--- src/proximity_adaptive_threshold_defines.svh ---
// Assertion macros shared by the proximity threshold block.
// Depends on nothing; files that check their own logic include it.
`ifndef PROXIMITY_ADAPTIVE_THRESHOLD_DEFINES_SVH
`define PROXIMITY_ADAPTIVE_THRESHOLD_DEFINES_SVH

// A condition that must hold at every clock edge out of reset.
`define PAT_ASSERT_ALWAYS(lbl, clk_s, rst_s, cond, msg) \
  lbl: assert property (@(posedge clk_s) disable iff (!(rst_s)) (cond)) else $error(msg);

// A condition that must hold in the cycle after a trigger.
`define PAT_ASSERT_NEXT(lbl, clk_s, rst_s, ante, cons, msg) \
  lbl: assert property (@(posedge clk_s) disable iff (!(rst_s)) (ante) |=> (cons)) \
    else $error(msg);

`endif

--- src/pat_pkg.sv ---
// Shared types, constants and the threshold rule of the proximity threshold block.
// Used by the serial multiplier, the serial divider and the top level.
package pat_pkg;

  localparam int PROX_W     = 11;
  localparam int COUNT_W    = 24;
  localparam int LUX_W      = 32;
  localparam int WF_W       = 8;
  localparam int WFC_W      = 16;
  localparam int BASE_W     = 12;
  localparam int SUM_W      = 13;
  localparam int CNT_W      = 2;
  localparam int CFG_IDX_W  = 3;
  localparam int CFG_DATA_W = 16;

  // Number of calibration samples averaged, from 1 to 3.
  localparam int CAL_SAMPLES = 3;

  localparam int PROD_W     = COUNT_W + WFC_W;
  localparam int MUL_B_W    = COUNT_W + WF_W;
  localparam int K1000_W    = COUNT_W + 10;
  localparam int DIV_W      = MUL_B_W + 3;
  localparam int DIV_CNT_W  = 6;
  localparam int DIVISOR_W  = 4;

  localparam logic [DIVISOR_W-1:0] LUX_DIVISOR = 4'd10;
  localparam logic [DIVISOR_W-1:0] CAL_DIVISOR = DIVISOR_W'(CAL_SAMPLES);

  localparam logic [PROX_W-1:0] LEVEL_CLAMP  = 11'd1500;
  localparam logic [PROX_W-1:0] NEAR_OFFSET  = 11'd250;
  localparam logic [PROX_W-1:0] FAR_OFFSET   = 11'd220;
  localparam logic [PROX_W-1:0] NEAR_CLAMPED = 11'd1800;
  localparam logic [PROX_W-1:0] FAR_CLAMPED  = 11'd1600;
  localparam logic [PROX_W-1:0] NEAR_RESET   = 11'd600;
  localparam logic [PROX_W-1:0] FAR_RESET    = 11'd500;
  localparam logic [PROX_W-1:0] THRESH_MAX   = 11'h7FF;
  localparam logic [BASE_W-1:0] BASE_RESET   = 12'd2047;
  localparam logic [BASE_W-1:0] BASE_FLOOR   = 12'd20;
  localparam logic [SUM_W-1:0]  BASE_MARGIN  = 13'd500;
  localparam logic [SUM_W-1:0]  REBASE_GAP   = 13'd100;

  localparam logic CMD_CAL    = 1'b0;
  localparam logic CMD_STATUS = 1'b1;

  localparam logic [CFG_IDX_W-1:0] REG_PROX_ENABLE  = 3'd0;
  localparam logic [CFG_IDX_W-1:0] REG_LIGHT_ENABLE = 3'd1;
  localparam logic [CFG_IDX_W-1:0] REG_USE_CLEAR    = 3'd2;
  localparam logic [CFG_IDX_W-1:0] REG_WINDOW       = 3'd3;
  localparam logic [CFG_IDX_W-1:0] REG_WINDOW_CLEAR = 3'd4;

  typedef struct packed {
    logic               command;
    logic               prox_ready;
    logic               light_ready;
    logic [PROX_W-1:0]  prox_value;
    logic [COUNT_W-1:0] light_count;
    logic [COUNT_W-1:0] clear_count;
  } pat_in_t;

  typedef struct packed {
    logic              distance_valid;
    logic              distance;
    logic              chip_thresh_valid;
    logic [PROX_W-1:0] chip_thresh_up;
    logic [PROX_W-1:0] chip_thresh_down;
    logic              lux_valid;
    logic [LUX_W-1:0]  lux;
    logic              calibration_done;
    logic [PROX_W-1:0] near_threshold;
    logic [PROX_W-1:0] far_threshold;
  } pat_out_t;

  typedef struct packed {
    logic [PROX_W-1:0] high;
    logic [PROX_W-1:0] low;
  } pat_thr_t;

  typedef struct packed {
    logic               start;
    logic [COUNT_W-1:0] mcand;
    logic [WFC_W-1:0]   mplier;
  } pat_mul_req_t;

  typedef struct packed {
    logic                 start;
    logic [DIV_W-1:0]     dividend;
    logic [DIVISOR_W-1:0] divisor;
    logic [DIV_CNT_W-1:0] steps;
  } pat_div_req_t;

  // Thresholds that follow from a noise level.
  function automatic pat_thr_t thr_for_level(input logic [PROX_W-1:0] level);
    pat_thr_t t;
    if (level < LEVEL_CLAMP) begin
      t.high = level + NEAR_OFFSET;
      t.low  = level + FAR_OFFSET;
    end else begin
      t.high = NEAR_CLAMPED;
      t.low  = FAR_CLAMPED;
    end
    return t;
  endfunction

endpackage

--- src/pat_mul.sv ---
// Bit-serial shift-and-add multiplier, one multiplier bit per cycle.
// Depends on pat_pkg for widths and the request struct.
module pat_mul (
  input  logic                        clk,
  input  logic                        rst_n,
  input  pat_pkg::pat_mul_req_t       req,
  output logic                        done,
  output logic [pat_pkg::PROD_W-1:0]  prod
);

  logic                        busy_r, busy_nxt;
  logic                        done_r, done_nxt;
  logic [pat_pkg::PROD_W-1:0]  mc_r, mc_nxt;
  logic [pat_pkg::WFC_W-1:0]   mp_r, mp_nxt;
  logic [pat_pkg::PROD_W-1:0]  acc_r, acc_nxt;

  always_comb begin
    busy_nxt = busy_r;
    done_nxt = 1'b0;
    mc_nxt   = mc_r;
    mp_nxt   = mp_r;
    acc_nxt  = acc_r;
    if (req.start) begin
      busy_nxt = 1'b1;
      acc_nxt  = '0;
      mc_nxt   = pat_pkg::PROD_W'(req.mcand);
      mp_nxt   = req.mplier;
    end else if (busy_r) begin
      // Stop as soon as no multiplier bits are left.
      if (mp_r == '0) begin
        busy_nxt = 1'b0;
        done_nxt = 1'b1;
      end else begin
        if (mp_r[0]) begin
          acc_nxt = acc_r + mc_r;
        end
        mc_nxt = {mc_r[pat_pkg::PROD_W-2:0], 1'b0};
        mp_nxt = {1'b0, mp_r[pat_pkg::WFC_W-1:1]};
      end
    end
  end

  always_ff @(posedge clk) begin
    if (!rst_n) begin
      busy_r <= 1'b0;
      done_r <= 1'b0;
    end else begin
      busy_r <= busy_nxt;
      done_r <= done_nxt;
    end
    mc_r  <= mc_nxt;
    mp_r  <= mp_nxt;
    acc_r <= acc_nxt;
  end

  assign done = done_r;
  assign prod = acc_r;

endmodule

--- src/pat_div.sv ---
// Restoring divider by a small divisor, one quotient bit per cycle, MSB first.
// Depends on pat_pkg for widths and the request struct.
module pat_div (
  input  logic                       clk,
  input  logic                       rst_n,
  input  pat_pkg::pat_div_req_t      req,
  output logic                       done,
  output logic [pat_pkg::DIV_W-1:0]  quot
);

  logic                            busy_r, busy_nxt;
  logic                            done_r, done_nxt;
  logic [pat_pkg::DIV_CNT_W-1:0]   cnt_r, cnt_nxt;
  logic [pat_pkg::DIV_W-1:0]       dvd_r, dvd_nxt;
  logic [pat_pkg::DIV_W-1:0]       quo_r, quo_nxt;
  logic [pat_pkg::DIVISOR_W-1:0]   dsr_r, dsr_nxt;
  logic [pat_pkg::DIVISOR_W-1:0]   rem_r, rem_nxt;
  logic [pat_pkg::DIVISOR_W:0]     trial;
  logic                            fits;

  assign trial = {rem_r, dvd_r[pat_pkg::DIV_W-1]};
  assign fits  = (trial >= {1'b0, dsr_r});

  always_comb begin
    busy_nxt = busy_r;
    done_nxt = 1'b0;
    cnt_nxt  = cnt_r;
    dvd_nxt  = dvd_r;
    quo_nxt  = quo_r;
    dsr_nxt  = dsr_r;
    rem_nxt  = rem_r;
    if (req.start) begin
      busy_nxt = 1'b1;
      cnt_nxt  = req.steps;
      dvd_nxt  = req.dividend;
      dsr_nxt  = req.divisor;
      quo_nxt  = '0;
      rem_nxt  = '0;
    end else if (busy_r) begin
      if (cnt_r == '0) begin
        busy_nxt = 1'b0;
        done_nxt = 1'b1;
      end else begin
        // The remainder stays below the divisor, so it fits in the narrow register.
        rem_nxt = fits ? pat_pkg::DIVISOR_W'(trial - {1'b0, dsr_r})
                       : pat_pkg::DIVISOR_W'(trial);
        quo_nxt = {quo_r[pat_pkg::DIV_W-2:0], fits};
        dvd_nxt = {dvd_r[pat_pkg::DIV_W-2:0], 1'b0};
        cnt_nxt = cnt_r - 1'b1;
      end
    end
  end

  always_ff @(posedge clk) begin
    if (!rst_n) begin
      busy_r <= 1'b0;
      done_r <= 1'b0;
    end else begin
      busy_r <= busy_nxt;
      done_r <= done_nxt;
    end
    cnt_r <= cnt_nxt;
    dvd_r <= dvd_nxt;
    quo_r <= quo_nxt;
    dsr_r <= dsr_nxt;
    rem_r <= rem_nxt;
  end

  assign done = done_r;
  assign quot = quo_r;

endmodule

--- src/proximity_adaptive_threshold.sv ---
// Proximity thresholds and lux: sequencer, state and result register; uses pat_pkg.
// A completing calibration runs 13 divide steps before its result is registered; a lux
// request runs up to two serial multiplies (16 and 8 bits) and 35 divide steps. One
// request at a time; the next is taken only once a result is registered, and that waits
// while an earlier result is still held with out_ready low.
// Synchronous active-low reset loads baseline 2047, thresholds 600/500, clears the
// calibration sum and count, and sets the registers to their defaults.
`include "proximity_adaptive_threshold_defines.svh"

module proximity_adaptive_threshold (
  input  logic                             clk,
  input  logic                             rst_n,
  input  logic                             in_valid,
  output logic                             in_ready,
  input  pat_pkg::pat_in_t                 in_data,
  output logic                             out_valid,
  input  logic                             out_ready,
  output pat_pkg::pat_out_t                out_data,
  input  logic                             cfg_we,
  input  logic [pat_pkg::CFG_IDX_W-1:0]    cfg_index,
  input  logic [pat_pkg::CFG_DATA_W-1:0]   cfg_wdata
);

  localparam logic [2:0] S_IDLE  = 3'd0;
  localparam logic [2:0] S_MUL_A = 3'd1;
  localparam logic [2:0] S_MUL_B = 3'd2;
  localparam logic [2:0] S_DIV   = 3'd3;
  localparam logic [2:0] S_DONE  = 3'd4;

  // Configuration registers.
  logic                          prox_en_r, prox_en_nxt;
  logic                          light_en_r, light_en_nxt;
  logic                          use_clr_r, use_clr_nxt;
  logic [pat_pkg::WF_W-1:0]      wf_r, wf_nxt;
  logic [pat_pkg::WFC_W-1:0]     wfc_r, wfc_nxt;

  // Proximity state.
  logic [pat_pkg::BASE_W-1:0]    base_r, base_nxt;
  logic [pat_pkg::PROX_W-1:0]    high_thr_r, high_thr_nxt;
  logic [pat_pkg::PROX_W-1:0]    low_thr_r, low_thr_nxt;
  logic [pat_pkg::CNT_W-1:0]     cnt_r, cnt_nxt;
  logic [pat_pkg::SUM_W-1:0]     sum_r, sum_nxt;

  // Sequencer and result path.
  logic [2:0]                    state_r, state_nxt;
  logic                          is_cal_r, is_cal_nxt;
  logic [pat_pkg::COUNT_W-1:0]   als_r, als_nxt;
  logic [pat_pkg::K1000_W-1:0]   k1000_r, k1000_nxt;
  pat_pkg::pat_out_t             res_r, res_nxt;
  pat_pkg::pat_out_t             out_r, out_nxt;
  logic                          out_valid_r, out_valid_nxt;

  pat_pkg::pat_mul_req_t         mul_req;
  logic                          mul_done;
  logic [pat_pkg::PROD_W-1:0]    mul_prod;
  pat_pkg::pat_div_req_t         div_req;
  logic                          div_done;
  logic [pat_pkg::DIV_W-1:0]     div_quot;

  logic [pat_pkg::SUM_W-1:0]     cal_sum;
  logic [pat_pkg::CNT_W-1:0]     cal_cnt;
  logic [pat_pkg::K1000_W-1:0]   als_wide;
  logic [pat_pkg::K1000_W-1:0]   als_x1000;
  logic [pat_pkg::PROX_W-1:0]    pv;
  logic [pat_pkg::PROX_W-1:0]    avg;
  logic                          rebase_ok;
  pat_pkg::pat_thr_t             thr_pv;
  pat_pkg::pat_thr_t             thr_avg;
  pat_pkg::pat_thr_t             thr_after;

  logic                          thr_ordered;
  logic                          cnt_in_range;
  logic                          load_out;
  logic                          out_loaded;

  pat_mul u_mul (
    .clk   (clk),
    .rst_n (rst_n),
    .req   (mul_req),
    .done  (mul_done),
    .prod  (mul_prod)
  );

  pat_div u_div (
    .clk   (clk),
    .rst_n (rst_n),
    .req   (div_req),
    .done  (div_done),
    .quot  (div_quot)
  );

  assign pv        = in_data.prox_value;
  assign cal_sum   = sum_r + pat_pkg::SUM_W'(pv);
  assign cal_cnt   = cnt_r + 1'b1;
  assign als_wide  = pat_pkg::K1000_W'(in_data.light_count);
  // 1000 = 1024 - 32 + 8
  assign als_x1000 = (als_wide << 10) - (als_wide << 5) + (als_wide << 3);
  assign rebase_ok = (base_r > pat_pkg::BASE_FLOOR) &&
                     ((pat_pkg::SUM_W'(pv) + pat_pkg::REBASE_GAP) < pat_pkg::SUM_W'(base_r));
  assign thr_pv    = pat_pkg::thr_for_level(pv);
  assign avg       = div_quot[pat_pkg::PROX_W-1:0];
  assign thr_avg   = pat_pkg::thr_for_level(avg);

  always_comb begin
    prox_en_nxt  = prox_en_r;
    light_en_nxt = light_en_r;
    use_clr_nxt  = use_clr_r;
    wf_nxt       = wf_r;
    wfc_nxt      = wfc_r;
    if (cfg_we) begin
      unique case (cfg_index)
        pat_pkg::REG_PROX_ENABLE:  prox_en_nxt  = cfg_wdata[0];
        pat_pkg::REG_LIGHT_ENABLE: light_en_nxt = cfg_wdata[0];
        pat_pkg::REG_USE_CLEAR:    use_clr_nxt  = cfg_wdata[0];
        pat_pkg::REG_WINDOW:       wf_nxt       = cfg_wdata[pat_pkg::WF_W-1:0];
        pat_pkg::REG_WINDOW_CLEAR: wfc_nxt      = cfg_wdata[pat_pkg::WFC_W-1:0];
        default: ;
      endcase
    end
  end

  always_comb begin
    base_nxt      = base_r;
    high_thr_nxt  = high_thr_r;
    low_thr_nxt   = low_thr_r;
    cnt_nxt       = cnt_r;
    sum_nxt       = sum_r;
    state_nxt     = state_r;
    is_cal_nxt    = is_cal_r;
    als_nxt       = als_r;
    k1000_nxt     = k1000_r;
    res_nxt       = res_r;
    out_nxt       = out_r;
    out_valid_nxt = out_valid_r && !out_ready;
    mul_req       = '0;
    div_req       = '0;
    thr_after     = '{high: high_thr_r, low: low_thr_r};

    unique case (state_r)
      S_IDLE: begin
        if (in_valid) begin
          res_nxt                = '0;
          res_nxt.near_threshold = high_thr_r;
          res_nxt.far_threshold  = low_thr_r;
          is_cal_nxt             = 1'b0;
          state_nxt              = S_DONE;
          if (in_data.command == pat_pkg::CMD_CAL) begin
            if (cal_cnt >= pat_pkg::CNT_W'(pat_pkg::CAL_SAMPLES)) begin
              // Last sample: average it on the divider before touching the baseline and thresholds.
              sum_nxt                   = '0;
              cnt_nxt                   = '0;
              is_cal_nxt                = 1'b1;
              res_nxt.calibration_done  = 1'b1;
              res_nxt.chip_thresh_valid = 1'b1;
              div_req.start             = 1'b1;
              div_req.dividend          = {cal_sum, {(pat_pkg::DIV_W-pat_pkg::SUM_W){1'b0}}};
              div_req.divisor           = pat_pkg::CAL_DIVISOR;
              div_req.steps             = pat_pkg::DIV_CNT_W'(pat_pkg::SUM_W);
              state_nxt                 = S_DIV;
            end else begin
              sum_nxt = cal_sum;
              cnt_nxt = cal_cnt;
            end
          end else begin
            if (prox_en_r && in_data.prox_ready) begin
              if (pv >= high_thr_r) begin
                res_nxt.distance_valid    = 1'b1;
                res_nxt.distance          = 1'b0;
                res_nxt.chip_thresh_valid = 1'b1;
                res_nxt.chip_thresh_up    = pat_pkg::THRESH_MAX;
                res_nxt.chip_thresh_down  = low_thr_r;
              end else if (pv <= low_thr_r) begin
                if (rebase_ok) begin
                  thr_after = thr_pv;
                end
                high_thr_nxt              = thr_after.high;
                low_thr_nxt               = thr_after.low;
                res_nxt.distance_valid    = 1'b1;
                res_nxt.distance          = 1'b1;
                res_nxt.chip_thresh_valid = 1'b1;
                res_nxt.chip_thresh_up    = thr_after.high;
                res_nxt.chip_thresh_down  = '0;
              end
            end
            res_nxt.near_threshold = thr_after.high;
            res_nxt.far_threshold  = thr_after.low;
            if (light_en_r && in_data.light_ready) begin
              res_nxt.lux_valid = 1'b1;
              als_nxt           = in_data.light_count;
              if (in_data.light_count != '0) begin
                mul_req.start = 1'b1;
                if (use_clr_r) begin
                  // Correction is negative or zero once wfc * clear >= 1000 * light.
                  mul_req.mcand  = in_data.clear_count;
                  mul_req.mplier = wfc_r;
                  k1000_nxt      = als_x1000;
                  state_nxt      = S_MUL_A;
                end else begin
                  mul_req.mcand  = in_data.light_count;
                  mul_req.mplier = pat_pkg::WFC_W'(wf_r);
                  state_nxt      = S_MUL_B;
                end
              end
            end
          end
        end
      end
      S_MUL_A: begin
        if (mul_done) begin
          if (mul_prod >= pat_pkg::PROD_W'(k1000_r)) begin
            state_nxt = S_DONE;
          end else begin
            mul_req.start  = 1'b1;
            mul_req.mcand  = als_r;
            mul_req.mplier = pat_pkg::WFC_W'(wf_r);
            state_nxt      = S_MUL_B;
          end
        end
      end
      S_MUL_B: begin
        if (mul_done) begin
          // light * 8 * window over 10; the quotient always fits in 32 bits.
          div_req.start    = 1'b1;
          div_req.dividend = {mul_prod[pat_pkg::MUL_B_W-1:0], 3'b000};
          div_req.divisor  = pat_pkg::LUX_DIVISOR;
          div_req.steps    = pat_pkg::DIV_CNT_W'(pat_pkg::DIV_W);
          state_nxt        = S_DIV;
        end
      end
      S_DIV: begin
        if (div_done) begin
          if (is_cal_r) begin
            if (pat_pkg::SUM_W'(avg) < (pat_pkg::SUM_W'(base_r) + pat_pkg::BASE_MARGIN)) begin
              thr_after = thr_avg;
              base_nxt  = pat_pkg::BASE_W'(avg);
            end
            high_thr_nxt             = thr_after.high;
            low_thr_nxt              = thr_after.low;
            res_nxt.chip_thresh_up   = thr_after.high;
            res_nxt.chip_thresh_down = thr_after.low;
            res_nxt.near_threshold   = thr_after.high;
            res_nxt.far_threshold    = thr_after.low;
          end else begin
            res_nxt.lux = div_quot[pat_pkg::LUX_W-1:0];
          end
          state_nxt = S_DONE;
        end
      end
      S_DONE: begin
        if (!out_valid_r || out_ready) begin
          out_nxt       = res_r;
          out_valid_nxt = 1'b1;
          state_nxt     = S_IDLE;
        end
      end
      default: begin
        state_nxt = S_IDLE;
      end
    endcase
  end

  always_ff @(posedge clk) begin
    if (!rst_n) begin
      prox_en_r   <= 1'b0;
      light_en_r  <= 1'b0;
      use_clr_r   <= 1'b1;
      wf_r        <= 8'd1;
      wfc_r       <= '0;
      base_r      <= pat_pkg::BASE_RESET;
      high_thr_r  <= pat_pkg::NEAR_RESET;
      low_thr_r   <= pat_pkg::FAR_RESET;
      cnt_r       <= '0;
      sum_r       <= '0;
      state_r     <= S_IDLE;
      is_cal_r    <= 1'b0;
      out_valid_r <= 1'b0;
    end else begin
      prox_en_r   <= prox_en_nxt;
      light_en_r  <= light_en_nxt;
      use_clr_r   <= use_clr_nxt;
      wf_r        <= wf_nxt;
      wfc_r       <= wfc_nxt;
      base_r      <= base_nxt;
      high_thr_r  <= high_thr_nxt;
      low_thr_r   <= low_thr_nxt;
      cnt_r       <= cnt_nxt;
      sum_r       <= sum_nxt;
      state_r     <= state_nxt;
      is_cal_r    <= is_cal_nxt;
      out_valid_r <= out_valid_nxt;
    end
    als_r   <= als_nxt;
    k1000_r <= k1000_nxt;
    res_r   <= res_nxt;
    out_r   <= out_nxt;
  end

  assign in_ready  = (state_r == S_IDLE);
  assign out_valid = out_valid_r;
  assign out_data  = out_r;

  assign thr_ordered  = high_thr_r > low_thr_r;
  assign cnt_in_range = cnt_r < pat_pkg::CNT_W'(pat_pkg::CAL_SAMPLES);
  assign load_out     = (state_r == S_DONE) && (!out_valid_r || out_ready);
  assign out_loaded   = out_valid_r && (state_r == S_IDLE);

  `PAT_ASSERT_ALWAYS(a_thr_order, clk, rst_n, thr_ordered, "near threshold not above far")
  `PAT_ASSERT_ALWAYS(a_cal_count, clk, rst_n, cnt_in_range, "calibration count not wrapped")
  `PAT_ASSERT_NEXT(a_result_load, clk, rst_n, load_out, out_loaded, "result not registered")

endmodule

--- config.mk ---
export PLATFORM = sky130hd
export DESIGN_NAME = proximity_adaptive_threshold
export DESIGN_NICKNAME = d
export VERILOG_FILES = /design/src/pat_pkg.sv /design/src/pat_mul.sv /design/src/pat_div.sv /design/src/proximity_adaptive_threshold.sv
export VERILOG_INCLUDE_DIRS = /design/src /design/src/src
export SDC_FILE = /design/constraint.sdc
export NUM_CORES = 1
export LEC_CHECK = 0
export ABC_AREA = 1
export BUFFER_PORTS_ARGS = -buffer_cell sky130_fd_sc_hd__buf_4
export CAP_MARGIN = 25
export CORE_UTILIZATION = 55
export CTS_BUF_LIST = sky130_fd_sc_hd__clkbuf_8 sky130_fd_sc_hd__clkbuf_16
export DETAILED_ROUTE_END_ITERATION = 7
export PLACE_DENSITY = 0.74
export RECOVER_POWER = 50
export SETUP_SLACK_MARGIN = 0.3
export SYNTH_ARGS = -nofsm -noshare
export SYNTH_HDL_FRONTEND = slang
export SYNTH_SLANG_ARGS = --single-unit
--- constraint.sdc ---
create_clock -name clk -period 10.76 [get_ports clk]
set_input_delay 1.614 -clock clk [delete_from_list [all_inputs] [get_ports clk]]
set_output_delay 1.614 -clock clk [all_outputs]
set_load 0.005 [all_outputs]
# After elaboration in Yosys (flattened, before gate mapping)
# Cells that the tools add are included.
totals:
  output_inout_bits: 83
  reg_bits: 481
  word_cells: 228
  in_bits: 86
op_classes:
  n_lt_le_gt_ge: 10
  bitwise_logic: 7
  addsub: 13
  reduce_logical: 39
  n_eq_ne: 21
  muxes: 90
ops:
  columns: ["op", "count"]
  rows:
  - ["41-bit two-way mux", 6]
  - ["22-bit two-way mux", 10]
  - ["46-bit two-way mux", 4]
  - ["11-bit two-way mux", 14]
  - ["35-bit two-way mux", 3]
  - ["46-bit case mux with 2 select lines", 1]
  - ["22-bit case mux with 2 select lines", 2]
  - ["41-bit case mux with 2 select lines", 1]
  - ["78-bit two-way mux", 1]
  - ["25-bit two-way mux", 3]
  - ["24-bit two-way mux", 3]
  - ["32-bit two-way mux", 2]
  - ["32-bit case mux with 2 select lines", 1]
  - ["16-bit two-way mux", 3]
  - ["11-bit by 8-bit adder with 11-bit output, second input constant", 4]
  - ["11-bit case mux with 2 select lines", 2]
  - ["40-bit adder", 1]
  - ["40-bit by 34-bit >= comparator with 1-bit output", 1]
  - ["40-bit two-way mux", 1]
  - ["34-bit by 27-bit adder with 34-bit output", 1]
  - ["34-bit by 29-bit subtractor with 34-bit output", 1]
  - ["3-bit two-way mux", 10]
  - ["2-bit AND reduction", 12]
  - ["24-bit nonzero test", 1]
  - ["40 further kinds", 92]

# Depth between registers and ports, before layout
# Gate-level depths: netlist (run 1).
depth:
  word_depth: 10
  ltp_mapped: 18
  ltp_nobuf: 17

# By module
# A second synthesis (run 1) with hierarchy kept.
unflattened:
  hier_cells: 3632
  hier_area_um2: 28840.2
by_module_without_submodules:
  columns: ["mod", "instances", "cells_each", "area_each_um2", "seq_area_each_um2"]
  rows:
  - ["proximity_adaptive_threshold", 1, 2241, 18601.6, 8117.8]
  - ["pat_mul", 1, 1025, 6729.0, 2362.3]
  - ["pat_div", 1, 366, 3509.6, 2172.1]

# Worst setup path before layout (run 1)
# Ideal clock, no wire load.
synth_timing:
  path_type: "input -> register"
  startpoint: "input out_ready"
  endpoint: "register out_r (netlist bit out_data[0]) (enable)"
  path_slack_ns: 4.615
  setup_ns: 0.547
  required_time_ns: 10.213
  path_buffers: 0
  cell_stages: 2
  t_arrival_ns: 5.598
  path_cell_list: "inv_1 -> a21oi_1"
synth_via:
  elab_chain_cells: 2
synth_rtl:
  columns: ["item", "line_no", "rtl"]
  rows:
  - ["from (decl)", "proximity_adaptive_threshold.sv:17", "input logic out_ready,"]
  - ["1-bit logical OR", null, null]
  - ["2-bit AND reduction (no source line)", null, null]
  - ["to (signal assigned)", "proximity_adaptive_threshold.sv:295", "out_r <= out_nxt;"]
  - ["to (decl)", "proximity_adaptive_threshold.sv:50", "pat_pkg::pat_out_t out_r, out_nxt;"]
# No other way between the ends.
# A chain may end at the register's enable or synchronous reset.

# Worst setup path in the final report (run 1)
layout_timing:
  startpoint: "register state_r[1]"
  endpoint: "register res_r[50] (netlist name) (enable)"
layout_via:
  elab_chain_cells: 3
  word_cells_on_any_way: 7
  classes_between: "eq/ne: 4; reduce/logical: 3"
layout_rtl:
  columns: ["item", "line_no", "rtl"]
  rows:
  - ["from (decl)", "proximity_adaptive_threshold.sv:45", "logic [2:0] state_r, state_nxt;"]
  - ["from (signal assigned)", "proximity_adaptive_threshold.sv:288", "state_r <= state_nxt;"]
  - ["3-bit by 2-bit == test with 1-bit output or 3-bit logical NOT (tied branches)", "proximity_adaptive_threshold.sv:139", "unique case (state_r)"]
  - ["2-bit inequality test (no source line) (tied with other cells)", null, null]
  - ["4-bit AND reduction (no source line) *", null, null]
  - ["to (signal assigned)", "proximity_adaptive_threshold.sv:294", "res_r <= res_nxt;"]
  - ["to (decl)", "proximity_adaptive_threshold.sv:49", "pat_pkg::pat_out_t res_r, res_nxt;"]
# Every way passes the cells marked *; elsewhere a longest branch is shown, timed or not.

==> reports/results.txt, run 1 <==
The flow ran to the end, but the final reports show violations. The final reports fail on max-capacitance violations, max-slew violations. TritonCTS built the clock tree. The final critical path takes up 51.4% of the cycle. For the detailed-route via count, the log shows 24600.

The worst hold path was traced through 0 stages. From synthesis to final layout, the design area changed by 12.0%. Number of vias per cell: 5.52.

The post-CTS setup buffer count was 0. STA classifies the critical path endpoint as a flip-flop. The detailed router's first-iteration violation count came out at 2100. Setup repair after global routing left no endpoint under its margin.

The tools report the number of antenna violations at the first check in global routing as 0. The transition time at the pin with the least slew margin came out at 3580 ps. After clock tree synthesis, the clock-pin slew on the worst setup and hold paths is 70 ps. Synthesis produced a netlist with a net count of 3885. Minimum clock period after layout: 5530 ps.

Wires add up to 77100 um. At the worst endpoint, the required time is 10960 ps. The tightest min-delay check is of the reg2reg type. The setup path with the least slack is of type reg2reg. Net switching is 32.9% of the power. The worst supply voltage drop on vdd came out at 147 uV. The tools report the buffer cell driving the clock tree root as sky130_fd_sc_hd__clkbuf_16. The run gives 0 as the number of nets with antenna violations after routing. The first global-routing pass estimated 123000 um of wire. Synthesis instantiated 56 different standard cells from the library. The number of synthesis warnings was 0; the number of maximum-capacitance constraint violations was 6. OpenSTA, run right after detailed placement, puts the worst setup slack at 6210 ps. The count of input and output buffers is 168. The number of global-route vias before repair came out at 23400. For this configuration, the core starts out at a cell density of 56.0%. The worst-path maximum fanout is 60. The design draws 5750 uW.

The floorplan has 82 rows. The number of filler instances in the final layout came out at 4537. The top-level I/O count came out at 169. The later pin in the worst-skew pair is clocked with a latency of 620 ps. The first detailed-routing pass ran for 6 iterations. After detailed routing, the average wire length per cell comes to 17.3 um.

The synthesized cell area was 28300 um^2; the logic gate share of total power was 26.2%. The core footprint came out at 50500 um^2. The final worst slack is 5230 ps, and the final count of hold timing violations is 0.

Adding up every negative setup slack in the final design gives 0 ps. The H-tree generated during clock tree synthesis spans 2 levels. After the last flow step, the layout net total stands at 4029. The logic depth of the worst register-to-register path is 7. Timing would allow up to 181 MHz. For the die area, the log shows 52300 um^2. In the final layout, the share of cells above drive strength 1 is 7.66%. A synthesized cell averages 7.85 um^2. The post-CTS resize count was 0; the proportion of synthesized chip area in sequential cells was 44.1%. From bottom edge to top edge, the die measures 229 um. The run gives 0 as the count of endpoints failing setup in the final report. Clock tree buffer depth: 3. At the end of routability-driven placement, the weighted congestion stood at 0.982.

The internal portion of the total power is 3850 uW. The run gives 0 as the antenna diode count. Entering global routing, the biggest net connects 69 pins.

For this run, design rule violations remaining after detail routing come to 0. For this run the aggregate overflow at the end of global routing stands at 0. The clock tree skew after final layout came out at 23.7 ps. In this run, flip-flops and latches consume 43.0% of the power. The register bit count reported by yosys was 474; the headroom to the max-slew limit was -138%. The startpoint class of the critical path was a flip-flop. Hold repair after CTS inserted 0 buffers.

The slack of the worst reg-to-reg path was 5230 ps. For the static power due to leakage, the log shows 0.0149 uW. Total power per unit cell area: 182 nW/um^2. Detailed placement ended at an HPWL of 57200 um. In this run, CTS created clock tree buffers numbering 49. The final max-slew violation count was 289; the width of the die was 229 um. The net switching power was 1890 uW; the part of the total power dissipated in the clock network was 30.8%. After technology mapping, the gate count stands at 3603. The overall track demand over capacity in global routing is 29.4%, and the number of clock sinks is 474. Data on the critical path arrives at its endpoint at 5730 ps.
## placed cells by master, fill, tap and decap left out, types with 13 or more instances in the layout
cell,n
sky130_fd_sc_hd__o21bai_1,13
sky130_fd_sc_hd__clkbuf_16,50
sky130_fd_sc_hd__nand3_1,245
sky130_fd_sc_hd__o211ai_1,21
sky130_fd_sc_hd__dfxtp_1,176
sky130_fd_sc_hd__buf_4,72
sky130_fd_sc_hd__xor2_1,52
sky130_fd_sc_hd__o21ai_1,20
sky130_fd_sc_hd__or2_2,15
sky130_fd_sc_hd__nor3_1,26
sky130_fd_sc_hd__o21ai_0,147
sky130_fd_sc_hd__ha_1,176
sky130_fd_sc_hd__a21oi_1,255
sky130_fd_sc_hd__edfxtp_1,298
sky130_fd_sc_hd__nand4_1,46
sky130_fd_sc_hd__clkbuf_4,79
sky130_fd_sc_hd__nor2_1,386
sky130_fd_sc_hd__fa_1,20
sky130_fd_sc_hd__nand2_1,963
sky130_fd_sc_hd__o22ai_1,35
sky130_fd_sc_hd__clkbuf_1,40
sky130_fd_sc_hd__inv_1,474
## worst max-delay path: stages, from the launching register on
cell,delay [ps]
sky130_fd_sc_hd__dfxtp_1,350
sky130_fd_sc_hd__inv_1,90
sky130_fd_sc_hd__nor3_1,250
sky130_fd_sc_hd__clkbuf_1,1050
sky130_fd_sc_hd__clkinv_1,180
sky130_fd_sc_hd__clkbuf_1,1170
sky130_fd_sc_hd__o31ai_4,590
sky130_fd_sc_hd__clkbuf_1,1400
## cell families (layout without fill, tap and decap cells)
| family | after synthesis | count (layout) | share of synthesized area (%) |
|---|---|---|---|
| buffers and inverters | 581 | 766 | 8.15 |
| flip-flops | 474 | 474 | 44.1 |
| AND/OR/NAND/NOR | 1734 | 1734 | 25.6 |
| AO/OA/AOI/OAI | 558 | 558 | 11.0 |
| XOR/XNOR | 60 | 60 | 1.86 |
| adder cells (fa/ha/maj) | 196 | 196 | 9.21 |
## flip-flops by register name, summed over array words and instances (netlist names), 3 cells and up, named ones only
| register | count |
|---|---|
| out_data | 81 |
| high_thr_r | 11 |
| u_mul.prod | 40 |
| state_r | 3 |
| k1000_r | 31 |
| wfc_r | 16 |
| u_div.cnt_r | 6 |
| als_r | 24 |
| res_r | 81 |
| u_div.rem_r | 4 |
| u_div.quot | 32 |
| u_mul.mp_r | 16 |
| u_div.dsr_r | 3 |
| low_thr_r | 9 |
| base_r | 11 |
| wf_r | 8 |
| u_div.dvd_r | 32 |
| u_mul.mc_r | 40 |
| sum_r | 13 |
## layout make-up
type                    count  area, um^2  area share [%]
multi-input cells        2548       13500            42.6
flip-flops and latches    474       12500            39.4
inverters                 479        1800            5.68
repair buffers            195        1360            4.30
clock buffers              54        1310            4.13
well taps                 672         841            2.66
clock inverters            38         390            1.23
## power groups by stage
stage	Combinational (uW)	Clock, uW	Sequential (uW)
final	1500	1770	2470
after global routing	1700	1860	2500
after CTS	1520	1800	2470
after detailed placement	1510	0	2500
after global placement	1490	0	2490
after floorplan	1010	0	2470
## routing by layer
metal  up-vias  routed length, um  track usage (%)  part of all wire (%)
met5         -                  0                0                     0
met4         0               3100             11.9                   4.0
met3       178               4230             3.03                   5.5
met2       818              37300             50.8                    48
met1     11400              32400             37.6                    42
li1      12200                  -                -                     -
## cell usage after synthesis, drive strengths merged
| cell type | count | area share (%) |
|---|---|---|
| a211oi | 3 | 0.080 |
| a21boi | 3 | 0.080 |
| a21o | 12 | 0.32 |
| a21oi | 258 | 4.6 |
| a22o | 12 | 0.37 |
| a22oi | 1 | 0.027 |
| a31oi | 8 | 0.18 |
| a32o | 1 | 0.035 |
| and2 | 2 | 0.044 |
| and3 | 1 | 0.022 |
| buf | 54 | 1.1 |
| clkbuf | 48 | 0.64 |
| clkinv | 5 | 0.066 |
| dfxtp | 176 | 12 |
| edfxtp | 298 | 32 |
| fa | 20 | 1.4 |
| ha | 176 | 7.8 |
| inv | 474 | 6.3 |
| nand2 | 970 | 13 |
| nand2b | 1 | 0.022 |
| nand3 | 249 | 4.5 |
| nand3b | 11 | 0.29 |
| nand4 | 49 | 1.2 |
| nor2 | 402 | 5.6 |
| nor3 | 26 | 0.50 |
| nor3b | 1 | 0.027 |
| nor4 | 7 | 0.15 |
| o2111ai | 2 | 0.062 |
| o211a | 2 | 0.071 |
| o211ai | 21 | 0.56 |
| o21a | 4 | 0.11 |
| o21ai | 167 | 3.0 |
| o21bai | 14 | 0.41 |
| o221ai | 1 | 0.031 |
| o22ai | 35 | 0.77 |
| o311ai | 1 | 0.031 |
| o31ai | 13 | 0.35 |
| or2 | 15 | 0.33 |
| xnor2 | 8 | 0.25 |
| xor2 | 52 | 1.6 |
## stage by stage
step / hold slack (ps) / cell area [um^2] / utilization (%) / instances
2_1_floorplan: 400 / 28300 / - / 3603
5_1_grt: 422 / 31700 / 62.7 / 4460
6_report: 407 / 31700 / 62.7 / 4460
3_5_place_dp: 405 / 30100 / 59.7 / 4367
4_1_cts: 414 / 31800 / 63.0 / 4459
3_3_place_gp: 400 / 30100 / 59.6 / 4365
## path summary, 6_finish.rpt
path | start | endpoint
max | state_r[1]$_SDFFE_PN0P_ | res_r[50]$_DFFE_PP_
min | res_r[69]$_DFFE_PP_ | out_data[69]$_DFFE_PP_
min reg2reg | res_r[69]$_DFFE_PP_ | out_data[69]$_DFFE_PP_
max reg2reg | state_r[1]$_SDFFE_PN0P_ | res_r[50]$_DFFE_PP_
Note: power is estimated with default switching activity, not from simulation.
==> inputs of run 2 (changes only) <==
--- a/config.mk
+++ b/config.mk
@@ -6,7 +6,7 @@
 export SDC_FILE = /design/constraint.sdc
 export NUM_CORES = 1
 export LEC_CHECK = 0
-export ABC_AREA = 1
+export ABC_AREA = 0
 export BUFFER_PORTS_ARGS = -buffer_cell sky130_fd_sc_hd__buf_4
 export CAP_MARGIN = 25
 export CORE_UTILIZATION = 55
==> constraint.sdc (replaced) <==
create_clock -name clk -period 5.1 [get_ports clk]
set_input_delay 0.765 -clock clk [delete_from_list [all_inputs] [get_ports clk]]
set_output_delay 0.765 -clock clk [all_outputs]
set_load 0.005 [all_outputs]
==> run 2 against run 1 <==
  * The run still ends with max-capacitance violations, max-slew violations left
  * Wire length fell by 20%
  * Critical path depth rose by 4
  * Via count fell by 20%
  * Combinational power rose by 9%
  * Clock power rose by 110%
  * Clock skew rose by 3.6 ps
  * Worst hold slack got worse by 2.5 ps
  * Sequential power rose by 85%
  * Power rose by 73%
  * Final area fell by 8.5%
  * Critical path type unchanged
  * Critical endpoint is now u_div.dvd_r[6]$_DFFE_PP_
==> reports/results.txt, run 2 <==
The synthesized design spends more area on one cell type than any other, namely sky130_fd_sc_hd__edfxtp_1. The worst hold path begins at cfg_wdata[8]. TritonCTS built the clock tree. The number of vias per cell came out at 5.89 (+6.7%). The total power per unit cell area came out at 342 nW/um^2 (+89%).

The die area came out at 47300 um^2 (-9.7%). The root buffer cell chosen for the clock tree is sky130_fd_sc_hd__clkbuf_16. The count of input and output buffers came out at 168 (unchanged).

The logs give 0 ps (unchanged) for the total negative setup slack and 0 (unchanged) for the number of nets with antenna violations after routing. The insertion delay to the later sink of the worst-skew pair was 610 ps (about the same); the routability congestion estimate was 0.940 (-4.4%). Async set-reset flop share out of synthesis: 0% (unchanged). The cell with the most instances after synthesis was sky130_fd_sc_hd__nand2_1. The fraction of the mapped netlist area in simple logic gates is 13.6% (-12 points), and the final HPWL from detailed placement is 44600 um (-22%).

The critical path data required time was 5330 ps (-5630 ps). For the clock tree skew after final layout, the log shows 27.3 ps (+3.60 ps). The share of final-layout standard cells stronger than drive strength 1 was 10.4% (+2.7 points); the cell count after synthesis was 2565 (-29%). Ranked by total cell area, the synthesized netlist is headed by sky130_fd_sc_hd__edfxtp_1 35%, sky130_fd_sc_hd__dfxtp_1 14%, sky130_fd_sc_hd__ha_1 8.6%. The minimum clock period after layout is 4130 ps (-1390 ps). The synthesized area per cell works out to 9.95 um^2 (+27%). For the worst supply voltage drop on vdd, the log shows 268 uV (+83%).

Post-synthesis compound-gate area fraction: 16.8% (+5.8 points). The initial core utilization was 56.0% (about the same); the final wirelength was 61900 um (-20%). The slack of the worst reg-to-reg path came out at 970 ps (-4270 ps). By startpoint and endpoint, the worst setup path is classified as reg2reg.

The run gives 3671 (-19%) as the number of filler instances in the final layout. Leaving out fill and tap cells, the most frequent cell in the layout is sky130_fd_sc_hd__nand2_1. For the headroom to the max-slew limit, the log shows -36.6% (+100 points). The register bit count reported by yosys is 474 (unchanged), and the core footprint is 45600 um^2 (-9.7%). The run gives 2982 (-26%) as the layout net count. The tools report the number of antenna violations at the first check in global routing as 1 (+1). The overall track demand over capacity in global routing is 26.3% (-3.1 points). The final design area excluding fillers is 29000 um^2 (-8.5%). Setup repair after global routing left no endpoint under its margin.

The vertical die dimension was 217 um (-5.0%); the final max-slew violation count was 149 (-48%). The unique cell type count in the Yosys netlist came out at 88 (+57%). The multiplexer area fraction after synthesis is 2.40% (+2.4 points). The wire length per cell was 18.5 um (+7.2%); the total of hold buffers inserted after clock tree synthesis was 0 (unchanged). For this run, the leading register cell type out of synthesis is sky130_fd_sc_hd__edfxtp_1. For the count of TritonRoute iterations in the first routing pass, the log shows 6 (unchanged). The logic depth of the worst register-to-register path is 11 (+4), and the number of synthesis warnings is 0 (unchanged). The post-route clock period utilization came out at 81.0% (+30 points).

For the proportion of synthesized chip area in sequential cells, the log shows 48.9% (+4.8 points). The static power due to leakage was 0.0124 uW (-16%). The total power was 9920 uW (+73%). In this run the critical register-to-register path is launched from state_r[1]$_SDFFE_PN0P_.

The worst setup path is captured at a flip-flop. The run gives 404 ps (-2.49 ps) as the worst-case hold slack. The worst setup path is launched from a flip-flop.

For the final count of hold timing violations, the log shows 0 (unchanged). The top-level I/O count was 169 (unchanged); the fraction of synthesized cell area in xor and xnor cells was 3.71% (+1.8 points). The logs give 0 (unchanged) for the count of endpoints failing setup in the final report and 78 (-4.9%) for the cell row count. Ranked by instance count, the synthesized netlist is headed by 327 x sky130_fd_sc_hd__nand2_1, 298 x sky130_fd_sc_hd__edfxtp_1, 224 x sky130_fd_sc_hd__a21oi_1. The end point of the worst hold path was wfc_r[8]$_SDFFE_PN0P_. The clock input transition at the sequential cells of the worst setup and hold paths was 70 ps (about the same); the adder and majority cell fraction of the synthesized area was 10.2% (+0.99 points). The number of global-route vias before repair came out at 18900 (-19%). Width of the die: 217 um (-5.0%). The total clock buffers created by CTS was 50 (+2.0%); the post-place instance area was 27400 um^2 (-9.1%).

The synthesized cell area was 25500 um^2 (-9.7%); the critical path data arrival time was 4370 ps (-1360 ps). Post-CTS resize count: 0 (unchanged). The reg-to-reg critical path endpoint is u_div.dvd_r[6]$_DFFE_PP_. The number of enable flip-flop cells after synthesis is 298 (unchanged). The post-CTS setup buffer count was 0 (unchanged); the detailed router's first-iteration violation count was 1682 (-20%).

The clock tree buffer depth is 3 (unchanged), and the transition time at the pin with the least slew margin is 2050 ps (-1530 ps). The run gives 82 (+19%) as the pin count of the biggest net entering global routing. The checks that failed: max-capacitance violations, max-slew violations.

Detailed-route via count: 19700 (-20%). The number of DRC violations after detailed routing is 0 (unchanged). The cell depth of the worst min-delay path was 3 (+3). The tools report the upper clock frequency limit as 242 MHz (+34%). Compared with the post-synthesis result, the final layout area differs by 13.6%. The net count of the mapped netlist came out at 2847 (-27%). The number of clock sinks was 474 (unchanged). The worst hold path class is in2reg.

The portion of synthesized cell area occupied by the leading cell type came out at 35.1% (+3.4 points). The run gives 99600 um (-19%) as the first-pass GRT wire length. The library cells used most frequently in the layout, excluding fill and tap cells, are 326 x sky130_fd_sc_hd__nand2_1, 298 x sky130_fd_sc_hd__edfxtp_1, 224 x sky130_fd_sc_hd__a21oi_1, 194 x sky130_fd_sc_hd__nor2_1, 178 x sky130_fd_sc_hd__inv_1. The worst-path maximum fanout was 38 (-37%); the total overflow reported by the global router was 0 (unchanged). The tools report the CTS H-tree depth as 2 (unchanged). By area, the combinational part of the netlist is dominated by compound AO/OA/AOI/OAI gates.

The flow ran to the end, but the final reports show violations. For the number of maximum-capacitance constraint violations, the log shows 4 (-2).
-- run 2: worst max path at each step --
stage	from	end	slack, ps	cells after the start
3_5_place_dp	in_data[48]	res_r[5]$_DFFE_PP_	600	14
6_report	state_r[1]$_SDFFE_PN0P_	u_div.dvd_r[6]$_DFFE_PP_	970	11
5_1_grt	state_r[0]$_SDFFE_PN0P_	u_div.quot[7]$_SDFFE_PP0P_	410	9
3_3_place_gp	in_data[48]	res_r[5]$_DFFE_PP_	780	14
2_1_floorplan	state_r[1]$_SDFFE_PN0P_	res_r[23]$_DFFE_PP_	880	8
4_1_cts	base_r[2]$_SDFFE_PN1P_	res_r[77]$_DFFE_PP_	1020	13
-- run 2: where the power goes --
group | switching (uW) | total [uW] | internal [uW]
registers | 233 | 4580 | 4350
logic | 959 | 1630 | 674
clock network | 1540 | 3710 | 2170
total | 2730 | 9920 | 7190
-- run 2: through the flow --
step | utilization (%) | instances | setup slack (ps)
6_report | 63.6 | 3343 | 968
5_1_grt | 63.6 | 3341 | 415
2_1_floorplan | - | 2565 | 877
3_5_place_dp | 60.1 | 3247 | 598
3_3_place_gp | 60.0 | 3246 | 776
4_1_cts | 63.8 | 3340 | 1020
-- run 2: area by class of cell --
cell class | instances | area, um^2 | share of cell area [%]
Antenna cell | 2 | 5.00 | 0.0173
Clock buffer | 58 | 1400 | 4.81
Clock inverter | 35 | 319 | 1.10
Inverter | 174 | 653 | 2.25
Multi-Input combinational cell | 1797 | 12000 | 41.3
Sequential cell | 474 | 12500 | 43.0
Tap cell | 600 | 751 | 2.59
Timing Repair Buffer | 203 | 1430 | 4.93
-- run 2: layer usage --
metal	routed length, um	track usage, %
met1	26700	34.3
met5	0	0
met3	3430	3.48
met2	29700	44.2
met4	2070	10.6
-- run 2: logic make-up after synthesis --
logic type	after synthesis
multiplexers	61
XOR/XNOR	108
AO/OA/AOI/OAI	660
buffers and inverters	294
flip-flops	474
adder cells (fa/ha/maj)	196
AND/OR/NAND/NOR	772
-- run 2: critical path: stages (launching register included) --
cell and delay, ps:
sky130_fd_sc_hd__dfxtp_1 460, sky130_fd_sc_hd__nor3_1 240, sky130_fd_sc_hd__clkbuf_1 310, sky130_fd_sc_hd__nand2_1 320, sky130_fd_sc_hd__nor2_1 230, sky130_fd_sc_hd__nand2_1 70
sky130_fd_sc_hd__clkbuf_1 290, sky130_fd_sc_hd__inv_1 120, sky130_fd_sc_hd__clkbuf_1 880, sky130_fd_sc_hd__nor2_1 250, sky130_fd_sc_hd__nand2_1 130, sky130_fd_sc_hd__buf_4 430
